[src/hdl/equinoctial_to_keplerian_assert.svh]
// Assertion macros for the equinoctial to Keplerian converter.
// Included by the top level; no other dependencies.
`ifndef EQUINOCTIAL_TO_KEPLERIAN_ASSERT_SVH
`define EQUINOCTIAL_TO_KEPLERIAN_ASSERT_SVH
`ifndef SYNTH
`define E2K_ASSERT_IMPL(label, clk, rst, ante, cons) \
  label: assert property (@(posedge clk) disable iff (rst) (ante) |-> (cons)) \
    else $error("e2k assertion failed");
`define E2K_ASSERT_NEXT(label, clk, rst, ante, cons) \
  label: assert property (@(posedge clk) disable iff (rst) (ante) |=> (cons)) \
    else $error("e2k assertion failed");
`else
`define E2K_ASSERT_IMPL(label, clk, rst, ante, cons)
`define E2K_ASSERT_NEXT(label, clk, rst, ante, cons)
`endif
`endif

[src/hdl/e2k_pkg.sv]
// Shared constants, types and the arctangent table of the converter.
// No dependencies.
package e2k_pkg;

  localparam int CORDIC_STEPS = 32;
  localparam int SQRT_CELLS   = 32;
  localparam int DIV_CELLS    = 33;
  localparam int NORM_CELLS   = 6;

  localparam logic [63:0]        ONE_Q60   = 64'h1000_0000_0000_0000;
  localparam logic signed [31:0] HALF_PI_Q = 32'sd421657428;
  localparam logic signed [33:0] PI_Q      = 34'sd843314857;
  localparam logic [30:0]        INC_MAX   = 31'd843314857;
  localparam logic signed [62:0] ONE_Q24   = 63'sd16777216;
  localparam logic signed [31:0] SMA_MAX   = 32'sh7FFF_FFFF;
  localparam logic signed [31:0] SMA_MIN   = 32'sh8000_0000;
  localparam logic [5:0]         ATAN_DEPTH = 6'd40;

  localparam logic [31:0] ATAN_TAB [40] = '{
    32'd210828714, 32'd124459457, 32'd65760959, 32'd33381290, 32'd16755422,
    32'd8385879, 32'd4193963, 32'd2097109, 32'd1048571, 32'd524287,
    32'd262144, 32'd131072, 32'd65536, 32'd32768, 32'd16384, 32'd8192,
    32'd4096, 32'd2048, 32'd1024, 32'd512, 32'd256, 32'd128, 32'd64, 32'd32,
    32'd16, 32'd8, 32'd4, 32'd2, 32'd1,
    32'd0, 32'd0, 32'd0, 32'd0, 32'd0, 32'd0, 32'd0, 32'd0, 32'd0, 32'd0, 32'd0};

  typedef enum logic [1:0] {
    STATUS_OK      = 2'd0,
    STATUS_SAT     = 2'd1,
    STATUS_ECC_ONE = 2'd2
  } status_t;

  typedef struct packed {
    logic [63:0] rad;
    logic [33:0] rem;
    logic [31:0] root;
  } sqrt_t;

  typedef struct packed {
    logic [62:0] rem;
    logic [62:0] d;
    logic [32:0] q;
    logic        neg;
    logic        over;
    logic        eq_one;
  } div_t;

  typedef struct packed {
    logic               zero;
    logic signed [62:0] x;
    logic signed [62:0] y;
    logic [62:0]        m;
  } norm_t;

  typedef struct packed {
    logic               zero;
    logic signed [62:0] x;
    logic signed [62:0] y;
    logic signed [31:0] z;
  } cordic_t;

  typedef struct packed {
    logic signed [31:0] semi_major_axis;
    logic [31:0]        eccentricity;
    logic [30:0]        inclination;
    logic signed [31:0] node_longitude;
    logic signed [31:0] periapsis_argument;
    logic signed [31:0] true_anomaly;
    status_t            status;
  } out_item_t;

  function automatic logic signed [31:0] atan_at(input logic [5:0] step);
    if (step < ATAN_DEPTH) begin
      atan_at = ATAN_TAB[step];
    end else begin
      atan_at = '0;
    end
  endfunction

endpackage

[src/hdl/e2k_sqrt_cell.sv]
// One digit of the pipelined square root: retires one result bit per cell.
// Depends on e2k_pkg.
module e2k_sqrt_cell (
  input  logic           clk,
  input  logic           adv,
  input  e2k_pkg::sqrt_t cur,
  output e2k_pkg::sqrt_t nxt
);

  logic [35:0] rem_sh;
  logic [35:0] trial;
  logic        ge;

  always_comb begin
    rem_sh = {cur.rem, cur.rad[63:62]};
    trial  = {2'b00, cur.root, 2'b01};
    ge     = rem_sh >= trial;
  end

  always_ff @(posedge clk) begin
    if (adv) begin
      nxt.rad  <= {cur.rad[61:0], 2'b00};
      nxt.rem  <= ge ? 34'(rem_sh - trial) : rem_sh[33:0];
      nxt.root <= {cur.root[30:0], ge};
    end
  end

endmodule

[config.mk]
export PLATFORM = sky130hd
export DESIGN_NAME = e2k_sqrt_cell
export DESIGN_NICKNAME = d
export VERILOG_FILES = /design/src/hdl/equinoctial_to_keplerian_assert.svh /design/src/hdl/e2k_pkg.sv /design/src/hdl/e2k_sqrt_cell.sv
export SDC_FILE = /design/constraint.sdc
export NUM_CORES = 1
export LEC_CHECK = 0
export BUFFER_PORTS_ARGS = -buffer_cell sky130_fd_sc_hd__buf_2
export CAP_MARGIN = 40
export CORE_MARGIN = 2
export CORE_UTILIZATION = 52
export CTS_CLUSTER_SIZE = 28
export DETAILED_ROUTE_END_ITERATION = 8
export PLACE_DENSITY = 0.86
export SYNTH_ARGS = -nofsm -noshare
export SYNTH_HDL_FRONTEND = slang
export SYNTH_SLANG_ARGS = --single-unit
[constraint.sdc]
create_clock -name clk -period 5.8 [get_ports clk]
set_clock_uncertainty 0.05 [all_clocks]
set_input_delay 0.29 -clock clk [delete_from_list [all_inputs] [get_ports clk]]
set_output_delay 0.29 -clock clk [all_outputs]
set_load 0.03 [all_outputs]
# Yosys cells after proc, flatten, opt, wreduce, memory -nomap -nowiden
# Cells that the tools add are included.
dict set report classes {
  n_lt_le_gt_ge 1
  mux 1
  n_addsub 1
}
# cell n
set op_table {}
lappend op_table {{greater-or-equal comparator 36 x 34 -> 1 bit} 1}
lappend op_table {{2-to-1 mux 34 bit} 1}
lappend op_table {{subtractor 34 bit} 1}
dict set report totals {
  ff_bits 128
  input_bits 132
  out_inout_bits 130
}

# Longest topological paths before layout
dict set report logic_depth {
  depth_word 2
  depth_mapped 13
  depth_no_buf 10
}

# Least setup slack after synthesis
# Ideal clock, no wire load.
dict set report synth_timing {
  path_type {input to register}
  start {input cur[9] in the netlist's numbering}
  end {register nxt[59] in the netlist's numbering (data pin)}
  required_time_ns 5.490
  cell_stages 10
  path_slack_ns 3.201
  n_path_buf 0
  arrival_time_ns 2.289
  cell_sequence {inv_1 > ha_1 > a21o_1 > a31o_1 > a211oi_4 > o211ai_2 > a21bo_2 > mux2i_1 > o221ai_1 > mux2_4}
}
dict set report synth_between {
  elab_chain_cells 2
  word_cells_on_any_way 3
}
# element line_no
set synth_rtl {}
lappend synth_rtl {{from (decl)} e2k_sqrt_cell.sv:6} ;# input e2k_pkg::sqrt_t cur,
lappend synth_rtl {{subtractor 34 bit / greater-or-equal comparator 36 x 34 -> 1 bit (equally long branches)} {e2k_sqrt_cell.sv:23, e2k_sqrt_cell.sv:17}}
lappend synth_rtl {{2-to-1 mux 34 bit (*)} e2k_sqrt_cell.sv:23} ;# nxt.rem <= ge ? 34'(rem_sh - trial) : rem_sh[33:0];
lappend synth_rtl {{to (decl)} e2k_sqrt_cell.sv:7} ;# output e2k_pkg::sqrt_t nxt
# Every way passes the cells marked *; elsewhere a longest branch is shown, timed or not.
# A chain may end at the register's enable or synchronous reset.

# Final worst setup path
dict set report layout_timing {
  start {input cur[15] in the netlist's numbering}
  end {register nxt[59] in the netlist's numbering (data pin)}
}
dict set report layout_between {
  elab_chain_cells 2
  word_cells_on_any_way 3
}
# element line_no
set layout_rtl {}
lappend layout_rtl {{greater-or-equal comparator 36 x 34 -> 1 bit} e2k_sqrt_cell.sv:17} ;# ge = rem_sh >= trial;
lappend layout_rtl {{named net ge} e2k_sqrt_cell.sv:12} ;# logic ge;
lappend layout_rtl {{2-to-1 mux 34 bit} e2k_sqrt_cell.sv:23}
# The timed path passes the listed nets, and every way through them passes these cells.

==> results.md <==
* Row cnt at 40
* Biggest regs: nxt: 128 flops
* Final Critical Period at about 3.1 ns
* Worst hold path type: primary input to flop
* Initial Util at between 50 and 60%
* Syn Inst Count at roughly 510
* RSZ-0062 raised after global routing: false
* Seq/Total Area, Yosys at 60.9%
* Final nets at ~990
* Worst-path clk slew at approximately 0.06 ns
* Ys async rst share at 0%
* Synth top area share at 60.9%
* Comb power frac at between 20% and 30%
* Max-slew violation count at 0
* FMAX at about 320 MHz
* GR Util All Layers at 29.7%
* Slew HR at between 30% and 40%
* Critical path required time at 5.92 ns
* Placed instance area at between 7000 and 8000 µm²
* Final GP Congestion at just under 0.9
* Post-Layout Inst Area at around 8800 µm²
* Post-route antenna net violation count at 0
* Wire per inst at about 20 µm
* CTS tree: built
* Setup tns final at 0 ns
* Final WL at around 20000 µm
* Worst Tran Pin Value at roughly 0.91 ns
* Total die area at between 10000 and 15000 µm²
* Largest register FFs at ~130
* # IOs at 262
* Area Overhead vs Synth at 39.5%
* Reg area at roughly 3800 µm²
* Clock buffer depth at 2
* CP Class: primary input to flop
* H-tree Lvls at 4
* FILL cells at 759
* Cts bufs inserted at 17
* Largest net degree at the start of global routing at 75
* Number of max-cap violations at 0
* Cell variety after synth at 62
* Clock share of power at a little over a third
* Sw Pwr at roughly 0.9 mW
* Clock sink total at approximately 130
* Via Count at 5450
* Multi-input logic area at about 2200 µm²
* CTS Root Cell: clkbuf_16
* Initial antenna violation count at 1
* Final Hold Fails at 0
* First-pass GRT wire length at between 20000 and 30000 µm
* DRC viols at 0
* Hold Slack at between 0.009 and 0.01 ns
* Pleak at between 3 and 4 nW
* Outcome: finished clean
* Area contributors post-synth: edfxtp_1 (61%), ha_1 (6.7%), nand2_1 (3.4%), o21ai_0 (3.2%), inv_1 (2.5%)
* Switching share of power at between 30 and 40%
* Int Pwr at roughly 2 mW
* Core area at around 12000 µm²
* Ys flop type: edfxtp_1
* Vias in the first global route at between 5000 and 6000
* Setup violation total in the final timing report at 0
* Number of synthesized flops with an enable pin at ~130
* Sequential share of power at about two fifths
* Most numerous cell in the Yosys netlist: edfxtp_1
* Crit. End Element: flop
* Period utilization at roughly 54%
* Input/output buffers at 259
* Initial drt markers at 466
* Critical Path AT at around 3.2 ns
* Hold path depth at 1
* Synth warn at 0
* DRT Pass-1 Iters at 5
* Die height at between 100 and 150 µm
* CP Launch Type: primary input
* Vias per Instance at 5.55
* Max IR drop VDD at ~140 µV
* #FFs+latches synth at about 130
* Share of post-route cells with drive strength above 1 at between 30% and 40%
* Post-Syn Area at ~6300 µm²
* Final HPWL DP at between 10000 and 15000 µm
* Synthesized area per cell at about 12 µm²
* PD cells at about 330 nW/µm²
* Worst Min Path Start: cur[121]
* Hold Crit Endpoint: nxt[123]
* Die width at 114 µm
* Synth top cells by count: edfxtp_1 (128), nand2_1 (58), inv_1 (42)
* Top cell type by total area after synthesis: edfxtp_1
* Crit Path Max Fanout at 36
* Top reg by flops: nxt
* GRT overflow at 0
-- per-layer routing --
metal / global-route usage [%] / wire [µm]
met1: 33.5 / 7180
met4: 17.0 / 896
met3: 8.05 / 1560
met5: 0 / 0
met2: 50.7 / 10000
-- how the worst max path moves through the flow --
stage	cells past startpoint	start	end	slack, ns
6_report	12	cur[15]	nxt[59]	2.67
5_1_grt	12	cur[0]	nxt[59]	2.51
4_1_cts	12	cur[15]	nxt[59]	2.71
3_5_place_dp	11	cur[7]	nxt[59]	2.32
3_3_place_gp	10	cur[7]	nxt[59]	2.19
2_1_floorplan	10	cur[9]	nxt[59]	3.20
-- kinds of logic (layout without fill, tap and decap cells) --
logic type                 Yosys count  in the layout  share of synthesized area (%)
AOI/OAI and AO/OA                  133            133                           14.8
and+or+nand+nor                    120            120                           8.88
muxes                                5              5                          0.872
xor gates and xnor gates            27             27                           3.74
buffers and inverters               59            385                           4.08
other                                1              3                         0.0594
DFF                                128            128                           60.9
adders and majority gates           34             34                           6.74
-- final cells by class --
type                            count  area share [%]
Tap cell                          147            2.09
Sequential cell                   128            43.6
Inverter                           43            1.85
Antenna cell                        1          0.0284
Multi-Input combinational cell    321            25.2
Timing Repair Buffer              311            20.8
Clock buffer                       17            4.83
Clock inverter                     14            1.59
-- power by group through the flow --
stage,combinational [mW],clock [mW],sequential (mW)
floorplan,0.228,0,1.37
global placement,0.617,0,1.17
detailed placement,0.632,0,1.17
CTS,0.662,1.03,1.16
global route,0.717,1.08,1.17
finish,0.675,1.03,1.16
-- metrics by stage --
stage                     power (mW)  util, %  std cells  worst slack (ns)
final                           2.87     74.0        982              2.67
after global routing            2.97     74.0        982              2.51
after CTS                       2.85     73.9        980              2.71
after detailed placement        1.81     65.0        900              2.32
after global placement          1.79     64.8        899              2.19
after floorplan                 1.60        -        508              3.20
-- what timing repair did --
action,CTS,global route
endpoints found under the hold margin,49,1
buffers inserted,0,0
hold buffers,49,1
resized for setup,0,0
-- layout by cell type (no fill, tap or decap), types with 4 or more instances in the layout --
cell type      synthesis  final
edfxtp_1             128    128
o21ai_0               41     41
clkbuf_16              0     17
mux2i_1                4      4
buf_2                  6    258
o31ai_1                4      4
inv_1                 42     42
nand3_1                6      6
xnor2_1               14     14
ha_1                  34     34
nor2_1                18     18
nor3_1                10     10
xor2_1                13     13
dlygate4sd3_1          0     50
a21o_1                19     19
nand4_1                6      6
a21oi_1               28     28
o21ai_1                4      4
nand2b_1               5      5
a31oi_1                4      4
clkinv_2               1      4
nand2_1               58     58
-- critical path, stage by stage --
cell	delay [ns]
buf_2	0.10
inv_1	0.05
ha_1	0.39
a21o_1	0.25
a221oi_1	0.34
o31a_1	0.21
o221ai_1	0.14
a211oi_1	0.21
o21a_2	0.58
buf_16	0.25
clkinv_2	0.10
mux2_4	0.30
(Power assumes the default switching activity.)
