===== src/hdl/equinoctial_to_keplerian_assert.svh =====
// Assertion macros for the equinoctial to Keplerian converter.
// Included by the top level; no other dependencies.
`ifndef EQUINOCTIAL_TO_KEPLERIAN_ASSERT_SVH
`define EQUINOCTIAL_TO_KEPLERIAN_ASSERT_SVH
`ifndef SYNTH
`define E2K_ASSERT_IMPL(label, clk, rst, ante, cons) \
  label: assert property (@(posedge clk) disable iff (rst) (ante) |-> (cons)) \
    else $error("e2k assertion failed");
`define E2K_ASSERT_NEXT(label, clk, rst, ante, cons) \
  label: assert property (@(posedge clk) disable iff (rst) (ante) |=> (cons)) \
    else $error("e2k assertion failed");
`else
`define E2K_ASSERT_IMPL(label, clk, rst, ante, cons)
`define E2K_ASSERT_NEXT(label, clk, rst, ante, cons)
`endif
`endif


===== src/hdl/e2k_pkg.sv =====
// Shared constants, types and the arctangent table of the converter.
// No dependencies.
package e2k_pkg;

  localparam int CORDIC_STEPS = 32;
  localparam int SQRT_CELLS   = 32;
  localparam int DIV_CELLS    = 33;
  localparam int NORM_CELLS   = 6;

  localparam logic [63:0]        ONE_Q60   = 64'h1000_0000_0000_0000;
  localparam logic signed [31:0] HALF_PI_Q = 32'sd421657428;
  localparam logic signed [33:0] PI_Q      = 34'sd843314857;
  localparam logic [30:0]        INC_MAX   = 31'd843314857;
  localparam logic signed [62:0] ONE_Q24   = 63'sd16777216;
  localparam logic signed [31:0] SMA_MAX   = 32'sh7FFF_FFFF;
  localparam logic signed [31:0] SMA_MIN   = 32'sh8000_0000;
  localparam logic [5:0]         ATAN_DEPTH = 6'd40;

  localparam logic [31:0] ATAN_TAB [40] = '{
    32'd210828714, 32'd124459457, 32'd65760959, 32'd33381290, 32'd16755422,
    32'd8385879, 32'd4193963, 32'd2097109, 32'd1048571, 32'd524287,
    32'd262144, 32'd131072, 32'd65536, 32'd32768, 32'd16384, 32'd8192,
    32'd4096, 32'd2048, 32'd1024, 32'd512, 32'd256, 32'd128, 32'd64, 32'd32,
    32'd16, 32'd8, 32'd4, 32'd2, 32'd1,
    32'd0, 32'd0, 32'd0, 32'd0, 32'd0, 32'd0, 32'd0, 32'd0, 32'd0, 32'd0, 32'd0};

  typedef enum logic [1:0] {
    STATUS_OK      = 2'd0,
    STATUS_SAT     = 2'd1,
    STATUS_ECC_ONE = 2'd2
  } status_t;

  typedef struct packed {
    logic [63:0] rad;
    logic [33:0] rem;
    logic [31:0] root;
  } sqrt_t;

  typedef struct packed {
    logic [62:0] rem;
    logic [62:0] d;
    logic [32:0] q;
    logic        neg;
    logic        over;
    logic        eq_one;
  } div_t;

  typedef struct packed {
    logic               zero;
    logic signed [62:0] x;
    logic signed [62:0] y;
    logic [62:0]        m;
  } norm_t;

  typedef struct packed {
    logic               zero;
    logic signed [62:0] x;
    logic signed [62:0] y;
    logic signed [31:0] z;
  } cordic_t;

  typedef struct packed {
    logic signed [31:0] semi_major_axis;
    logic [31:0]        eccentricity;
    logic [30:0]        inclination;
    logic signed [31:0] node_longitude;
    logic signed [31:0] periapsis_argument;
    logic signed [31:0] true_anomaly;
    status_t            status;
  } out_item_t;

  function automatic logic signed [31:0] atan_at(input logic [5:0] step);
    if (step < ATAN_DEPTH) begin
      atan_at = ATAN_TAB[step];
    end else begin
      atan_at = '0;
    end
  endfunction

endpackage


===== src/hdl/e2k_norm_cell.sv =====
// One binary step of the CORDIC input normalizer: shift left by amt if it fits.
// Depends on e2k_pkg.
module e2k_norm_cell (
  input  logic           clk,
  input  logic           adv,
  input  logic [5:0]     amt,
  input  e2k_pkg::norm_t cur,
  output e2k_pkg::norm_t nxt
);

  logic fits;

  always_comb begin
    fits = (cur.m >> (6'd60 - amt)) == '0;
  end

  always_ff @(posedge clk) begin
    if (adv) begin
      nxt.zero <= cur.zero;
      nxt.x    <= fits ? (cur.x <<< amt) : cur.x;
      nxt.y    <= fits ? (cur.y <<< amt) : cur.y;
      nxt.m    <= fits ? (cur.m << amt) : cur.m;
    end
  end

endmodule


===== config.mk =====
export PLATFORM = sky130hd
export DESIGN_NAME = e2k_norm_cell
export DESIGN_NICKNAME = d
export VERILOG_FILES = /design/src/hdl/equinoctial_to_keplerian_assert.svh /design/src/hdl/e2k_pkg.sv /design/src/hdl/e2k_norm_cell.sv
export SDC_FILE = /design/constraint.sdc
export NUM_CORES = 1
export LEC_CHECK = 0
export ABC_CLOCK_PERIOD_IN_PS = 4500
export BUFFER_PORTS_ARGS = -buffer_cell sky130_fd_sc_hd__buf_2
export CORE_ASPECT_RATIO = 2
export CORE_MARGIN = 4
export CORE_UTILIZATION = 25
export CTS_BUF_LIST = sky130_fd_sc_hd__clkbuf_2 sky130_fd_sc_hd__clkbuf_4 sky130_fd_sc_hd__clkbuf_8
export DETAILED_ROUTE_END_ITERATION = 6
export HOLD_SLACK_MARGIN = 0.15
export PLACE_DENSITY = 0.53
export SYNTH_ARGS = -nofsm -noshare
export SYNTH_HDL_FRONTEND = slang
export SYNTH_SLANG_ARGS = --single-unit
export TNS_END_PERCENT = 100

===== constraint.sdc =====
create_clock -name clk -period 4.5 [get_ports clk]
set_clock_uncertainty 0.1 [all_clocks]
set_input_delay 0.225 -clock clk [delete_from_list [all_inputs] [get_ports clk]]
set_output_delay 0.225 -clock clk [all_outputs]
set_load 0.05 [all_outputs]

# Word level (Yosys, flattened, before mapping)
# Index checks and enable logic that the tools add are counted.
# W data, S select, Z words.
# totals
output_inout_bits	190
wordCells	13
in_bits	198
regBits	190
# op_classes
addsub	1
n_mux	3
n_shift	4
n_reduce_logical	1
# ops
operator	count
$mux W63	3
$sshl A63 B6 Y63	2
$logic_not A63 Y1	1
$shl A63 B6 Y63	1
$shr A63 B6 Y63	1
$sub A6 B6 Y6 const A	1

# Depth between registers and ports, before layout
# depth
ltp_word	4
ltp_mapped	23
ltp_nobuf	11

# Worst setup path after synthesis
# OpenSTA, ideal clock, no wires.
# synth_path
path_type	in2reg
startpoint	input amt[0]
endpoint	register nxt[53] in the netlist's numbering, data pin
n_path_buf	10
setup_time_ns	0.262
t_required_ns	4.138
arrival_time_ns	4.362
path_slack_ns	-0.224
stages	21
cell_sequence	buf_4 > inv_2 > buf_1 > clkbuf_1 > buf_1 > ha_1 > buf_2 > buf_4 > buf_2 > nor3_1 > nor4_1 > or4_1 > nor2_1 > o21ai_0 > a221oi_2 > nand4_1 > a22oi_2 > buf_6 > buf_12 > buf_6 > mux2_1
# synth_via
elab_chain_len	4
word_cells_on_any_way	5
cone_classes	add/sub (1); shift (2); mux (1); reduce/logical (1)
# synth_rtl
item	line	text
start, declared	e2k_norm_cell.sv:6	input logic [5:0] amt,
$sub A6 B6 Y6	e2k_norm_cell.sv:14	fits = (cur.m >> (6'd60 - amt)) == '0;
$shr A63 B6 Y63	e2k_norm_cell.sv:14	
$logic_not A63 Y1	e2k_norm_cell.sv:14	
$mux W63 (*)	e2k_norm_cell.sv:22	nxt.m <= fits ? (cur.m << amt) : cur.m;
end, declared	e2k_norm_cell.sv:8	output e2k_pkg::norm_t nxt
# Mark *: on every way between the ends. The rest lies on a longest branch, timed or not.
# A chain may end at the register's enable or synchronous reset.

# Worst setup path in the final report
# layout_path
startpoint	input amt[1]
endpoint	register nxt[32] in the netlist's numbering, data pin
# Same word-level chain as after synthesis.

==> metrics.csv <==
stage,metric,value,unit
final_layout,regMostFlops,nxt,
pwr,p_leak,10.9,nW
floorplanning,num_io_pins,388,
route,dr.pass1.iters,6,
timing,setup_tns,0,ps
route,drt.antenna.violating_nets,0,
final_layout,drive_gt1_share,29.1,%
timing,slew_headroom,36.7,%
global_route,grt_util_all_layers,23.9,%
clocking,cts_tree,done,
clocking,cts_resized,0,
logic_synthesis,yosys.area.top_type,edfxtp_1,
final_layout,n_fill_cell,9429,
floorplanning,dieArea,0.0934,sq mm
logic_synthesis,ys_types,70,
clocking,root_buffer,clkbuf_8,
clocking,clkTransAtPathRegs,120,ps
timing,slew_violations,0,
pwr,total_power,6.90,mW
timing,holdWs,241,ps
final_layout,fin_nets,3154,
logic_synthesis,synth_seq_area_share,25.9,%
floorplanning,design.core.area,0.0873,sq mm
floorplanning,die_h,428,um
pwr,peakVddDrop,0.243,mV
floorplanning,die_w,218,um
worst_setup_path,critPathSlowestCell,or4_1,
final_layout,area_growth,26.5,%
worst_setup_path,path_cells,clkbuf_8 > inv_1 > ha_4 > buf_12 > buf_4 > a2111oi_0 > or4_1 > nor3_1 > nor2_1 > o31ai_1 > o21ai_1 > a22oi_2 > buf_12 > buf_4 > mux2_1 > dlygate4sd3_1,
worst_setup_path,cp-start-kind,input pin,
final_layout,postLayoutCoreUtil,32.0,%
final_layout,design_area,0.0279,sq mm
hold_path,hp-class,input pin to flip-flop,
final_layout,largestRegisters,nxt (190),
placed_design,numPortBuffers,387,
placed_design,place_hpwl,89600,um
global_route,grt_pass1_wl,162000,um
pwr,power_density,247,mW/mm^2
logic_synthesis,postSynthAreaPerCell,8.87,sq um
timing,hold_viol,0,
worst_setup_path,critPathMaxFanout,36,
global_route,grt_antenna_before_repair,14,
timing,worst_slew_pin_slew,949,ps
clocking,post_cts_buffers,0,
timing,fin_crit_sh,91.9,%
clocking,clock_path_buffers,2,
logic_synthesis,syn-num-nets,2687,
global_route,grt_pass1_vias,23500,
route,drc,0,
route,drt_wl_total,115000,um
placed_design,gp_congestion,0.969,
clocking,cts_sinks,190,
logic_synthesis,netlist_instances,2488,
worst_setup_path,cp.buffers_inverters,7,
logic_synthesis,yosysTopAreaCellShare,25.9,%
timing,max_freq,242,MHz
logic_synthesis,ys_top_cells_by_area,"edfxtp_1 26%, mux4_2 18%, mux2i_1 8.3%",
timing,min_period,4140,ps
final_layout,largest_reg_flops,190,
placed_design,place_area,0.0255,sq mm
logic_synthesis,synth-main-ff-cell,edfxtp_1,
worst_setup_path,crit_type,input pin to flip-flop,
worst_setup_path,required,4800,ps
run_status,status,"complete, no violations",
clocking,htree_levels,4,
worst_setup_path,cp_top_family,buffers and inverters,
timing,setup_viol,0,
route,via_per_inst,5.47,
logic_synthesis,synth-edff-count,190,
floorplanning,num_rows,153,
logic_synthesis,synth-seq-cells,190,
logic_synthesis,synth_area,0.0221,sq mm
route,wl_per_cell,27.8,um
global_route,grt_max_degree,172,
worst_setup_path,worst_setup_path_end_kind,flip-flop,
floorplanning,initial_utilization,25.3,%
route,initialDrtViolationCount,1245,
worst_setup_path,cp.arrival,4440,ps
logic_synthesis,synth_warnings,0,
worst_setup_path,max_stage_delay,600,ps
timing,rsz0062_at_grt,no,
route,vias,22600,
clocking,cts_inserted_buffers,17,
global_route,grt-ovfl-total,0,
job,maxCapViolations,0,
logic_synthesis,synthArstFlopShare,0,%
what timing repair did:
| item | 4_1_cts | 5_1_grt |
|---|---|---|
| hold buffers | 196 | 0 |
| setup endpoints to repair | 0 | 0 |
| endpoints found under the hold margin | 205 | 0 |
layout by cell type (no fill, tap or decap), types with 19 or more instances in the layout:
| cell type | count |
|---|---|
| a2111oi_0 | 26 |
| clkbuf_8 | 19 |
| mux2i_1 | 182 |
| edfxtp_1 | 190 |
| buf_4 | 112 |
| dlygate4sd3_1 | 196 |
| a21oi_1 | 145 |
| mux2_2 | 119 |
| nor2_1 | 338 |
| and2_1 | 30 |
| buf_12 | 21 |
| mux2_1 | 83 |
| inv_1 | 22 |
| nand2_1 | 461 |
| o22ai_1 | 54 |
| a31oi_1 | 32 |
| o21ai_0 | 135 |
| mux4_2 | 175 |
| nor3_1 | 65 |
| a211oi_1 | 20 |
| buf_2 | 380 |
routing by layer:
metal,global-route usage [%],share of wire [%],vias up
met4,17.3,8.7,4
met1,21.5,31,11200
met5,0,0.020,-
li1,-,-,10200
met2,47.4,56,950
met3,3.09,3.9,308
metrics by stage:
step / instances / worst slack (ps)
6_report: 4139 / 364
5_1_grt: 4136 / 187
4_1_cts: 4130 / 482
3_5_place_dp: 3902 / 180
3_3_place_gp: 3902 / 158
2_1_floorplan: 2488 / 5.46
power breakdown:
| part | leakage (nW) | switching [mW] | internal [mW] |
|---|---|---|---|
| clock | 0.203 | 0.842 | 0.431 |
| combinational | 8.83 | 2.28 | 1.17 |
| sequential | 1.86 | 0.0698 | 2.11 |
worst paths after layout:
check	from	end	slack (ps)	cells after the start
worst max-delay path	amt[1]	nxt[32]	360	16
worst min-delay path	amt[4]	nxt[36]	240	3
cells by family (layout without fill, tap and decap cells):
logic type	Yosys count	in the layout	synth area share [%]
and+or+nand+nor	949	949	17.5
muxes	564	564	36.8
AOI/OAI and AO/OA	486	486	13.4
buffers and inverters	291	771	6.08
DFF	190	190	25.9
xor gates and xnor gates	7	7	0.346
adders and majority gates	1	1	0.0567
other	0	9	0
cell usage after synthesis, drive strengths merged (3+ instances only):
cell type	n
mux2	207
or3	4
or4	5
o221ai	4
nor4	4
edfxtp	190
nor2b	9
nand2	461
and2	30
o2111ai	4
or2	6
mux4	175
o31ai	7
a22oi	3
o22ai	54
a311oi	11
a21oi	145
a21boi	3
o21ai	137
inv	26
nand3	10
a2111oi	26
clkbuf	144
mux2i	182
o311ai	5
nor3	65
and3	5
a211oi	20
xnor2	6
a31oi	32
a2bb2oi	8
a32oi	6
o211ai	3
nand4	4
nor2	338
buf	120
final cells by class:
class | count | area, sq um | share of cell area (%)
Sequential cell | 190 | 5710 | 20.4
Multi-Input combinational cell | 2007 | 15000 | 53.9
Clock buffer | 18 | 241 | 0.865
Tap cell | 1162 | 1450 | 5.21
Clock inverter | 14 | 164 | 0.587
Inverter | 27 | 108 | 0.386
Timing Repair Buffer | 712 | 5170 | 18.5
Antenna cell | 9 | 22.5 | 0.0807
tightest hold or removal path, stage by stage:
cell and delay, ps:
buf_4 200, o22ai_1 270, mux2_1 190
Note: power is estimated with default switching activity, not from simulation.
