`config.mk`:
```
export PLATFORM = sky130hd
export DESIGN_NAME = e2k_div_cell
export DESIGN_NICKNAME = d
export VERILOG_FILES = /design/src/hdl/equinoctial_to_keplerian_assert.svh /design/src/hdl/e2k_pkg.sv /design/src/hdl/e2k_div_cell.sv
export SDC_FILE = /design/constraint.sdc
export NUM_CORES = 1
export LEC_CHECK = 0
export BUFFER_PORTS_ARGS = -buffer_cell sky130_fd_sc_hd__clkbuf_2
export CAP_MARGIN = 40
export CORE_MARGIN = 5
export CORE_UTILIZATION = 45
export DETAILED_ROUTE_END_ITERATION = 7
export GPL_ROUTABILITY_DRIVEN = 0
export HOLD_SLACK_MARGIN = 0.15
export PLACE_DENSITY_LB_ADDON = 0.12
export SYNTH_ARGS = -nofsm -noshare
export SYNTH_HDL_FRONTEND = slang
export SYNTH_SLANG_ARGS = --single-unit
```
`constraint.sdc`:
```
create_clock -name clk -period 8.95 [get_ports clk]
set_clock_uncertainty 0.1 [all_clocks]
set_input_delay 0.4475 -clock clk [delete_from_list [all_inputs] [get_ports clk]]
set_output_delay 0.4475 -clock clk [all_outputs]
set_load 0.005 [all_outputs]
```
`src/hdl/equinoctial_to_keplerian_assert.svh`:
```
// Assertion macros for the equinoctial to Keplerian converter.
// Included by the top level; no other dependencies.
`ifndef EQUINOCTIAL_TO_KEPLERIAN_ASSERT_SVH
`define EQUINOCTIAL_TO_KEPLERIAN_ASSERT_SVH
`ifndef SYNTH
`define E2K_ASSERT_IMPL(label, clk, rst, ante, cons) \
  label: assert property (@(posedge clk) disable iff (rst) (ante) |-> (cons)) \
    else $error("e2k assertion failed");
`define E2K_ASSERT_NEXT(label, clk, rst, ante, cons) \
  label: assert property (@(posedge clk) disable iff (rst) (ante) |=> (cons)) \
    else $error("e2k assertion failed");
`else
`define E2K_ASSERT_IMPL(label, clk, rst, ante, cons)
`define E2K_ASSERT_NEXT(label, clk, rst, ante, cons)
`endif
`endif

```
`src/hdl/e2k_pkg.sv`:
```
// Shared constants, types and the arctangent table of the converter.
// No dependencies.
package e2k_pkg;

  localparam int CORDIC_STEPS = 32;
  localparam int SQRT_CELLS   = 32;
  localparam int DIV_CELLS    = 33;
  localparam int NORM_CELLS   = 6;

  localparam logic [63:0]        ONE_Q60   = 64'h1000_0000_0000_0000;
  localparam logic signed [31:0] HALF_PI_Q = 32'sd421657428;
  localparam logic signed [33:0] PI_Q      = 34'sd843314857;
  localparam logic [30:0]        INC_MAX   = 31'd843314857;
  localparam logic signed [62:0] ONE_Q24   = 63'sd16777216;
  localparam logic signed [31:0] SMA_MAX   = 32'sh7FFF_FFFF;
  localparam logic signed [31:0] SMA_MIN   = 32'sh8000_0000;
  localparam logic [5:0]         ATAN_DEPTH = 6'd40;

  localparam logic [31:0] ATAN_TAB [40] = '{
    32'd210828714, 32'd124459457, 32'd65760959, 32'd33381290, 32'd16755422,
    32'd8385879, 32'd4193963, 32'd2097109, 32'd1048571, 32'd524287,
    32'd262144, 32'd131072, 32'd65536, 32'd32768, 32'd16384, 32'd8192,
    32'd4096, 32'd2048, 32'd1024, 32'd512, 32'd256, 32'd128, 32'd64, 32'd32,
    32'd16, 32'd8, 32'd4, 32'd2, 32'd1,
    32'd0, 32'd0, 32'd0, 32'd0, 32'd0, 32'd0, 32'd0, 32'd0, 32'd0, 32'd0, 32'd0};

  typedef enum logic [1:0] {
    STATUS_OK      = 2'd0,
    STATUS_SAT     = 2'd1,
    STATUS_ECC_ONE = 2'd2
  } status_t;

  typedef struct packed {
    logic [63:0] rad;
    logic [33:0] rem;
    logic [31:0] root;
  } sqrt_t;

  typedef struct packed {
    logic [62:0] rem;
    logic [62:0] d;
    logic [32:0] q;
    logic        neg;
    logic        over;
    logic        eq_one;
  } div_t;

  typedef struct packed {
    logic               zero;
    logic signed [62:0] x;
    logic signed [62:0] y;
    logic [62:0]        m;
  } norm_t;

  typedef struct packed {
    logic               zero;
    logic signed [62:0] x;
    logic signed [62:0] y;
    logic signed [31:0] z;
  } cordic_t;

  typedef struct packed {
    logic signed [31:0] semi_major_axis;
    logic [31:0]        eccentricity;
    logic [30:0]        inclination;
    logic signed [31:0] node_longitude;
    logic signed [31:0] periapsis_argument;
    logic signed [31:0] true_anomaly;
    status_t            status;
  } out_item_t;

  function automatic logic signed [31:0] atan_at(input logic [5:0] step);
    if (step < ATAN_DEPTH) begin
      atan_at = ATAN_TAB[step];
    end else begin
      atan_at = '0;
    end
  endfunction

endpackage

```
`src/hdl/e2k_div_cell.sv`:
```
// One quotient bit of the restoring divider for the semi-major axis.
// Depends on e2k_pkg.
module e2k_div_cell (
  input  logic          clk,
  input  logic          adv,
  input  e2k_pkg::div_t cur,
  output e2k_pkg::div_t nxt
);

  logic [63:0] sh;
  logic        ge;

  always_comb begin
    sh = {cur.rem, 1'b0};
    ge = sh >= {1'b0, cur.d};
  end

  always_ff @(posedge clk) begin
    if (adv) begin
      nxt.rem    <= ge ? 63'(sh - {1'b0, cur.d}) : sh[62:0];
      nxt.d      <= cur.d;
      nxt.q      <= {cur.q[31:0], ge};
      nxt.neg    <= cur.neg;
      nxt.over   <= cur.over;
      nxt.eq_one <= cur.eq_one;
    end
  end

endmodule

```
# Yosys cells after proc, flatten, opt, wreduce, memory -nomap -nowiden
# Cells that the tools add are included.
[word_totals]
word_cells = 10
romBits = 0
register_bits = 162
inputBits = 164
latch_bits = 0
mem_count = 0
ram_bits = 0
output_inout_bits = 162
[classes]
bitwise_logic = 0
n_lt_le_gt_ge = 1
n_div = 0
addsub = 1
reduce_logical = 0
mul = 0
muxes = 1
eq_ne = 0
n_shift = 0
[op_table]
columns = ["cell", "count"]
rows = [
  ["64-bit by 63-bit greater-or-equal comparator with 1-bit output", 1],
  ["63-bit 2-to-1 mux", 1],
  ["63-bit subtractor", 1],
]

# Longest topological paths before layout
[depth]
ltp_word = 2
ltp_mapped = 13

# Least setup slack after synthesis
# No wires, ideal clock.
[synth_timing]
path_type = "input port to flip-flop"
from = "input cur[36] (netlist name)"
to = "register nxt[100] (netlist name), data pin"
path_stages = 10
setup_time_ns = 0.262
arrival_time_ns = 2.802
path_buffers = 1
setup_slack_ns = 5.786
path_cell_list = "inv_1 -> fa_1 -> a211oi_2 -> o21bai_2 -> o2111ai_2 -> a31oi_2 -> a2111oi_4 -> o21ai_4 -> buf_2 -> mux2_1"
[synth_via]
elab_chain_cells = 2
[synth_lines]
columns = ["element", "line", "text"]
rows = [
  ["start: declaration", "e2k_div_cell.sv:6", "input e2k_pkg::div_t cur,"],
  ["63-bit subtractor or 64-bit by 63-bit greater-or-equal comparator with 1-bit output (tied branches)", "e2k_div_cell.sv:20, e2k_div_cell.sv:15", ""],
  ["63-bit 2-to-1 mux *", "e2k_div_cell.sv:20", "nxt.rem <= ge ? 63'(sh - {1'b0, cur.d}) : sh[62:0];"],
  ["end: declaration", "e2k_div_cell.sv:7", "output e2k_pkg::div_t nxt"],
]
# Mark *: on every way between the ends. The rest lies on a longest branch, timed or not.
# A chain may end at the register's enable or synchronous reset.

# Final worst setup path
[layout_timing]
from = "input cur[90] (netlist name)"
to = "register nxt[160] (netlist name), data pin"
# The elaborated chain is that of the path after synthesis.

==> out/results.tsv <==
stage	metric	value	unit
run_status	outcome	finished clean	
floorplan	Site Rows	54	
synthesis	Yosys cell types	73	
worst_setup_path	critical path capture point type	flop	
timing	Max Clk Rate	208.0	MHz
hold_path	min-delay worst type	input pin to flop	
clock_network	Sink Count	162	
routing	post-route ant nets	0	
hold_path	hold endpoint	nxt[122]$_DFFE_PP_	
global_route	largest net degree at the start of global routing	88	
power	VDD IR max	0.1353	mV
synthesis	Ys Warns	0	
timing	max-slew violation count	0	
clock_network	clk slew on worst S/H paths	0.08	ns
timing	fin crit share	53.70	%
routing	DR iter-0 viols	579	
hold_path	Hold Crit Start	cur[121]	
synthesis	Synth Instances	957	
timing	Worst slew margin	39.29	%
routing	routed len/inst	17.33	µm
timing	slew of the pin with the lowest slew margin	0.9072	ns
final_layout	Top Registers	nxt (162)	
placed_design	post-detail-place hpwl	21.69	mm
timing	final worst path period need	4.807	ns
synthesis	synthesized area per cell	10.37	µm²
synthesis	Main synth FF type	edfxtp_1	
routing	DRC	0	
routing	Routed WL	28.58	mm
routing	vias per cell	5.250	
routing	routed vias	8658	
worst_setup_path	Worst Path Max Fanout	54	
global_route	vias in the first global route	8627	
floorplan	core area	21760	µm²
timing	final setup TNS	0	ns
clock_network	TritonCTS clock tree	yes	
floorplan	die area	25110	µm²
timing	Hold Vio Cnt, Final	0	
clock_network	Post-CTS Setup Inserts	0	
worst_setup_path	Arrival @ worst endpoint	4.90	ns
final_layout	Non-Filler Instances	1649	
routing	DR pass1 iterations	5	
job	Max Cap Viol	0	
synthesis	asr flop ratio synth	0	%
hold_path	Hold Path Depth	2	
floorplan	I/O pins	326	
worst_setup_path	Crit Path Category	input pin to flop	
final_layout	layout cell share with drive strength beyond 1	27.85	%
timing	setup violators final	0	
global_route	initial antenna violation count	1	
clock_network	CTS Buf Count	17	
synthesis	Cell Area, Synth	9920	µm²
global_route	total gr overflow	0	
synthesis	Synthesized Nets	1185	
timing	RSZ-0062 raised after global routing	false	
final_layout	nets@finish	1583	
synthesis	register area share after synthesis	49.04	%
final_layout	number of fill cells	1868	
placed_design	port bufs	324	
global_route	gr usage total	22.12	%
global_route	global-route wire length before repair	44.10	mm
final_layout	final instance area	13350	µm²
worst_setup_path	Worst EP required	9.04	ns
power	ratio of total power to cell area	174.1	nW/µm²
floorplan	Die Ht	158.5	µm
clock_network	worst-case clock buffer depth	2	
power	static leakage	5.968	nW
final_layout	Largest register FFs	162	
synthesis	flip-flop and latch count after synthesis	162	
floorplan	Die Wd	158.5	µm
floorplan	Initial Util	45.59	%
final_layout	area delta synth->final	34.59	%
worst_setup_path	crit start category	input pin	
synthesis	Post-synth EDFFs	162	
clock_network	CTS HTree Levels	4	
final_layout	largest register by flop count	nxt	
clock_network	root buffer cell	clkbuf_16	
placed_design	Placed Area	11730	µm²
placed_design	dpl cells	1518	
[metal layers]
layer | GRT usage [%] | share of wire, % | up-vias
met5 | 0 | 0 | -
met4 | 4.630 | 0.87 | 0
met3 | 5.817 | 8.5 | 14
met2 | 37.07 | 48 | 310
met1 | 29.13 | 43 | 4016
li1 | - | - | 4318
[layout make-up]
cell class,count,area (µm²),share of cell area [%]
Clock buffer,17,425.4,3.187
Inverter,75,281.5,2.109
Multi-Input combinational cell,673,4538,33.99
Antenna cell,1,2.502,0.01874
Clock inverter,15,209.0,1.565
Tap cell,280,350.3,2.624
Timing Repair Buffer,426,2679,20.07
Sequential cell,162,4865,36.44
[power by group]
part           internal, W  total, W  switching, W
registers         0.000940  0.000963     0.0000233
logic             0.000259  0.000576      0.000317
clock network     0.000430  0.000784      0.000354
total              0.00163   0.00232      0.000695
[per-stage QoR]
| stage | worst slack (ns) | hold WS, ns | total power [W] | utilization [%] |
|---|---|---|---|---|
| finish | 4.143 | 0.2177 | 0.002324 | 61.36 |
| CTS | 4.184 | 0.1576 | 0.002341 | 61.31 |
| floorplan | 5.786 | 0.4464 | 0.001300 | - |
| global placement | 4.220 | 0.5242 | 0.001508 | 53.67 |
| global route | 3.780 | 0.2169 | 0.002450 | 61.36 |
| detailed placement | 4.295 | 0.5262 | 0.001519 | 53.93 |
[layout by cell type (no fill, tap or decap), types with 5 or more instances in the layout]
master         count
clkbuf_2         323
edfxtp_1         162
a21oi_1          115
dlygate4sd3_1     98
nor2_1            95
inv_1             75
ha_1              63
nand2_1           57
o21ai_0           37
a21o_1            34
xnor2_1           27
xor2_1            26
nand4_1           22
clkbuf_16         17
nand3_1           16
o21bai_1          12
nor3_1            11
nor2b_1           11
mux2_1            10
nand2b_1           9
o211ai_1           8
a31oi_1            7
a21boi_0           7
and3_1             6
and2_1             6
o21a_1             6
nand3b_1           6
o21ai_1            5
or3_1              5
nor4_1             5
o31ai_1            5
inv_6              5
[Yosys cell counts (3+ instances only)]
| master | n | area (µm²) |
|---|---|---|
| a211oi_1 | 4 | 30.03 |
| a21boi_0 | 7 | 52.55 |
| a21o_1 | 34 | 255.2 |
| a21oi_1 | 115 | 575.6 |
| a221oi_1 | 3 | 26.28 |
| a311oi_1 | 4 | 35.03 |
| a31oi_1 | 7 | 43.79 |
| and2_1 | 6 | 37.54 |
| and3_1 | 6 | 37.54 |
| buf_2 | 28 | 140.1 |
| buf_4 | 6 | 45.04 |
| clkbuf_1 | 12 | 45.04 |
| edfxtp_1 | 162 | 4865 |
| ha_1 | 63 | 788.3 |
| inv_1 | 75 | 281.5 |
| mux2_1 | 10 | 112.6 |
| nand2_1 | 57 | 214.0 |
| nand2b_1 | 9 | 56.30 |
| nand3_1 | 16 | 80.08 |
| nand3b_1 | 6 | 45.04 |
| nand4_1 | 22 | 137.6 |
| nor2_1 | 95 | 356.6 |
| nor2b_1 | 11 | 68.82 |
| nor3_1 | 11 | 55.05 |
| nor4_1 | 5 | 31.28 |
| o2111ai_1 | 4 | 35.03 |
| o211ai_1 | 8 | 60.06 |
| o21a_1 | 6 | 45.04 |
| o21ai_0 | 37 | 185.2 |
| o21ai_1 | 5 | 25.02 |
| o21bai_1 | 12 | 90.09 |
| o31ai_1 | 5 | 37.54 |
| or3_1 | 5 | 31.28 |
| xnor2_1 | 27 | 236.5 |
| xor2_1 | 26 | 227.7 |
[kinds of logic (layout without fill, tap and decap cells)]
family	Yosys count	count (layout)	synth area share, %
AO/OA/AOI/OAI	286	286	19.31
XOR/XNOR	53	53	4.680
adder cells (fa/ha/maj)	64	64	8.148
buffers and inverters	122	533	5.209
flip-flops	162	162	49.04
multiplexers	13	13	1.451
other	0	1	0
AND/OR/NAND/NOR	257	257	12.16
[repair_timing]
item,4_1_cts,5_1_grt
gates resized for setup,0,0
endpoints found under the hold margin,97,1
hold buffers,97,1
[critical path, cell delays in order]
cell and delay, ns:
dlygate4sd3_1 0.53, clkbuf_2 0.12, inv_1 0.05, ha_1 0.46
and3_1 0.26, nand2_1 0.12, or3_1 0.43, a2111oi_2 0.28
o221ai_2 0.20, o21ai_4 0.75, buf_4 0.51, buf_16 0.29
nor3b_1 0.22, a31o_1 0.16, nor3_1 0.05
[worst max-delay path by stage]
stage,start,end,cells past startpoint
2_1_floorplan,cur[36],nxt[100]$_DFFE_PP_,10
3_3_place_gp,cur[90],nxt[160]$_DFFE_PP_,13
3_5_place_dp,cur[90],nxt[160]$_DFFE_PP_,14
4_1_cts,cur[90],nxt[160]$_DFFE_PP_,15
5_1_grt,cur[90],nxt[160]$_DFFE_PP_,15
6_report,cur[90],nxt[160]$_DFFE_PP_,15
Note: power is estimated with default switching activity, not from simulation.
